==> config.mk <==
export PLATFORM = sky130hd
export DESIGN_NAME = edd_chan
export DESIGN_NICKNAME = d
export VERILOG_FILES = /design/src/rtl/edd_pkg.sv /design/src/rtl/edd_chan.sv
export SDC_FILE = /design/constraint.sdc
export NUM_CORES = 1
export LEC_CHECK = 0
export ABC_AREA = 1
export BUFFER_PORTS_ARGS = -buffer_cell sky130_fd_sc_hd__buf_2
export CORE_AREA = 2 2 99 101
export DETAILED_ROUTE_END_ITERATION = 10
export DIE_AREA = 0 0 101 103
export MAX_ROUTING_LAYER = met4
export PLACE_DENSITY_LB_ADDON = 0.25
export SYNTH_ARGS = -nofsm -noshare
export SYNTH_HDL_FRONTEND = slang
export SYNTH_SLANG_ARGS = --single-unit
==> constraint.sdc <==
create_clock -name vclk -period 9.2
set_clock_uncertainty 0.05 [all_clocks]
set_input_delay 0.46 -clock vclk [all_inputs]
set_output_delay 0.46 -clock vclk [all_outputs]
set_load 0.05 [all_outputs]
==> src/rtl/edd_pkg.sv <==
// ----------------------------------------------------------------------------
// edd_pkg
// Shared types and constants of the error diffusion dither unit.
// ----------------------------------------------------------------------------
package edd_pkg;

  // default sizing
  localparam int unsigned MaxWidthDef = 1024;
  localparam int unsigned FracBitsDef = 4;

  // fixed field and register widths
  localparam int unsigned LevelW     = 8;
  localparam int unsigned ErrIntW    = 10;
  localparam int unsigned ChanNum    = 3;
  localparam int unsigned WidthRegW  = 11;
  localparam int unsigned HeightRegW = 13;
  localparam int unsigned RowCntW    = 12;
  localparam int unsigned CfgDataW   = 13;
  localparam int unsigned CfgIdxW    = 1;
  localparam int unsigned MaxHeight  = 4096;

  // register reset values
  localparam int unsigned WidthRst  = 640;
  localparam int unsigned HeightRst = 480;

  // configuration register indexes
  typedef enum logic [CfgIdxW-1:0] {
    RegImageWidth  = 1'b0,
    RegImageHeight = 1'b1
  } cfg_reg_e;

  // input word: one rgb pixel
  typedef struct packed {
    logic [LevelW-1:0] red_in;
    logic [LevelW-1:0] green_in;
    logic [LevelW-1:0] blue_in;
  } pix_in_t;

  // output word: one dithered pixel
  typedef struct packed {
    logic red_bit;
    logic green_bit;
    logic blue_bit;
    logic frame_last;
  } pix_out_t;

endpackage

==> src/rtl/edd_chan.sv <==
// ----------------------------------------------------------------------------
// edd_chan
// One color channel: threshold of the accumulated level and the weighted
// split of its quantization error into right, below-left, below and
// below-right parts.
// ----------------------------------------------------------------------------
module edd_chan #(
  parameter int unsigned FRACTION_BITS = edd_pkg::FracBitsDef,
  localparam int unsigned EW = edd_pkg::ErrIntW + FRACTION_BITS
) (
  input  logic [edd_pkg::LevelW-1:0] level_i,
  input  logic signed [EW-1:0]       carry_i,      // error from the left
  input  logic signed [EW-1:0]       below_i,      // error from the row above
  input  logic                       use_below_i,
  input  logic signed [EW-1:0]       pend_left_i,  // partial below-left sum
  input  logic signed [EW-1:0]       pend_this_i,  // partial below sum
  output logic                       bit_o,
  output logic signed [EW-1:0]       down_left_o,  // finished below-left entry
  output logic signed [EW-1:0]       pend_left_o,  // next below-left partial
  output logic signed [EW-1:0]       pend_this_o,  // next below partial
  output logic signed [EW-1:0]       carry_o       // next error to the right
);

  localparam int unsigned AccW = EW + 2;
  localparam int unsigned SumW = AccW + 4;
  localparam int unsigned WShift = 4;

  localparam logic signed [AccW-1:0] HalfLvl = AccW'(128 * (2 ** FRACTION_BITS));
  localparam logic signed [AccW-1:0] FullLvl = AccW'(255 * (2 ** FRACTION_BITS));
  localparam logic signed [SumW-1:0] ErrMax  = SumW'((2 ** (EW - 1)) - 1);
  localparam logic signed [SumW-1:0] ErrMin  = SumW'(-(2 ** (EW - 1)));

  function automatic logic signed [EW-1:0] sat_err(input logic signed [SumW-1:0] v);
    logic signed [SumW-1:0] r;
    r = v;
    if (v > ErrMax) r = ErrMax;
    else if (v < ErrMin) r = ErrMin;
    return EW'(r);
  endfunction

  logic signed [AccW-1:0] lvl;
  logic signed [AccW-1:0] acc;
  logic signed [AccW-1:0] err;
  logic signed [SumW-1:0] e_x;
  logic signed [SumW-1:0] w1, w3, w5, w7;

  // accumulated level
  always_comb begin
    lvl = AccW'({1'b0, level_i}) <<< FRACTION_BITS;
    acc = lvl + AccW'(carry_i) + (use_below_i ? AccW'(below_i) : '0);
  end

  // threshold at half level and quantization error
  assign bit_o = (acc >= HalfLvl);
  assign err   = acc - (bit_o ? FullLvl : '0);

  // weighted parts in sixteenths, floored by the arithmetic shift
  always_comb begin
    e_x = SumW'(err);
    w1  = e_x >>> WShift;
    w3  = ((e_x <<< 1) + e_x) >>> WShift;
    w5  = ((e_x <<< 2) + e_x) >>> WShift;
    w7  = ((e_x <<< 3) - e_x) >>> WShift;
  end

  // saturated stores
  assign down_left_o = sat_err(SumW'(pend_left_i) + w3);
  assign pend_left_o = sat_err(SumW'(pend_this_i) + w5);
  assign pend_this_o = sat_err(w1);
  assign carry_o     = sat_err(w7);

endmodule

==> impl_metrics.env <==
export IMPL_grt_pass1_vias=4641
export IMPL_criticalPathCategory="input pin to primary output"
export IMPL_yosysSeqAreaShare_pct=0
export IMPL_drcViolationCount=0
export IMPL_synth_top_area_share_pct=22.9
export IMPL_tightest_slew_ns=0.568
export IMPL_met3_length_um=464
export IMPL_syn_area_um2=5030
export IMPL_wl_um=11100
export IMPL_critPathSlowestCell="fa_2"
export IMPL_ioPinCount=122
export IMPL_syn_area_per_cell_um2=6.18
export IMPL_design_seq_count=0
export IMPL_avgViaCountPerCell=4.96
export IMPL_max_stage_delay_ns=0.54
export IMPL_whs_path_depth=5
export IMPL_start_util_pct=53.1
export IMPL_yosysTopAreaCell="ha_1"
export IMPL_setup_violations=0
export IMPL_core_area_um2=9460
export IMPL_critPathMaxFanout=11
export IMPL_critical_path_arrival_ns=8.06
export IMPL_path_buf_inv=10
export IMPL_cp_start_kind="input pin"
export IMPL_grt_total_usage_pct=21.4
export IMPL_place_hpwl_um=9960
export IMPL_status="completed"
export IMPL_utilization_pct=62.5
export IMPL_cpMostUsedCell="nand2_1"
export IMPL_crit_family="compound AO/OA/AOI/OAI gates"
export IMPL_synth_top_cells_by_area="ha_1 23%, nand2_1 14%, inv_1 12%"
export IMPL_port_buffers=122
export IMPL_antenna_found_initial=0
export IMPL_m1WireLength_um=4920
export IMPL_synth_nets=975
export IMPL_n_antenna_cell=0
export IMPL_wl_per_cell_um=10.6
export IMPL_cp_end_kind="primary output"
export IMPL_period_share_pct=93.1
export IMPL_vias=5200
export IMPL_dieArea_um2=10400
export IMPL_drt_pass1_iter_count=4
export IMPL_num_fill_cells=934
export IMPL_num_rows=36
export IMPL_holdCritStartpoint="pend_this_i[1]"
export IMPL_ant_nets=0
export IMPL_fmax_mhz=117
export IMPL_grt_pass1_wl_um=18500
export IMPL_syn_to_final_growth_pct=17.7
export IMPL_slew_violations=0
export IMPL_drive_above_1_share_pct=24.0
export IMPL_wl_met2_um=5590
export IMPL_drtIter0Drc=99
export IMPL_yosysWarnings=0
export IMPL_layout_commonest_cell="nand2_1"
export IMPL_cap_violations=0
export IMPL_grt_max_degree=15
export IMPL_ys_types=46
export IMPL_worstPathRequired_ns=8.69
export IMPL_layout_area_seq_um2=0
export IMPL_hold_class="input pin to primary output"
export IMPL_fin_nets=1099
export IMPL_die_width_um=101
export IMPL_die_y_um=103
export IMPL_grt_ovfl_total=0
export IMPL_cp_startpoint="level_i[0]"
export IMPL_gp_congestion=0.892
export IMPL_clkbuf_count=0
export IMPL_finalHoldViolCount=0
export IMPL_highest_layer="met4"
export IMPL_final_cell_mix="189 x nand2_1, 152 x inv_1, 117 x buf_2"
export IMPL_period_needed_ns=8.57
export IMPL_netlist_instances=813
export IMPL_max_slew_margin_pct=62.0
export IMPL_cp_num_cells=52
[layer usage]
metal,vias up,track usage (%)
li1,2841,-
met1,2232,24.5
met2,113,42.1
met3,14,0.339
met4,0,3.74
met5,-,-
[metrics by stage]
| step | area [um^2] | setup slack (ns) | hold WS (ns) | setup TNS [ns] | std cells |
|---|---|---|---|---|---|
| after floorplan | 5030 | 0.175 | 1.37 | 0 | 813 |
| after global placement | 5760 | 0.215 | 1.47 | 0 | 1044 |
| after detailed placement | 5760 | 0.0566 | 1.47 | 0 | 1044 |
| after CTS | 5760 | 0.0280 | 1.47 | 0 | 1044 |
| after global routing | 5910 | -0.0356 | 1.50 | -0.221 | 1049 |
| final | 5910 | 0.633 | 1.45 | 0 | 1049 |
[cells in the mapped netlist, types with 4 or more instances]
master    number
nand4_1        6
a21o_1         8
nor3_1         5
inv_1        155
nor2_1        30
ha_1          92
inv_2          6
xor2_1        52
a21oi_1       57
fa_1           5
clkbuf_1       5
nand2_1      191
nand3_1       35
xnor2_1       27
nand3b_1       8
nand2_2       26
o21bai_1      15
nor2_2         4
nand2_4       11
nand3_2        5
o21ai_0       40
[final timing paths]
check | to | slack [ns]
setup / recovery | pend_left_o[9] | 0.63
hold / removal | pend_left_o[1] | 1.45
[timing repair]
| item | CTS | global route |
|---|---|---|
| hold buffers | 0 | 0 |
| endpoints found under the setup margin | 0 | 27 |
| resized for setup | 0 | 39 |
| buffers inserted | 0 | 5 |
[tightest hold or removal path, cell delays in order]
cell and delay, ns:
buf_2 0.11, inv_1 0.07, fa_1 0.16, a21oi_1 0.06, buf_4 0.18
[final cells by class]
class	instances	area, um^2	share of cell area (%)
multi-input cells	642	4470	75.6
repair buffers	131	691	11.7
inverters	162	611	10.3
well taps	114	143	2.41
[cell families after synthesis]
kind of cell	share of synthesized area [%]
adder cells (fa/ha/maj)	24.9
buffers and inverters	13.3
AND/OR/NAND/NOR	31.0
XOR/XNOR	14.3
AO/OA/AOI/OAI	16.5
Power is not shown: default switching activity piles up to over one toggle a cycle in this logic, so the estimate is an artifact.
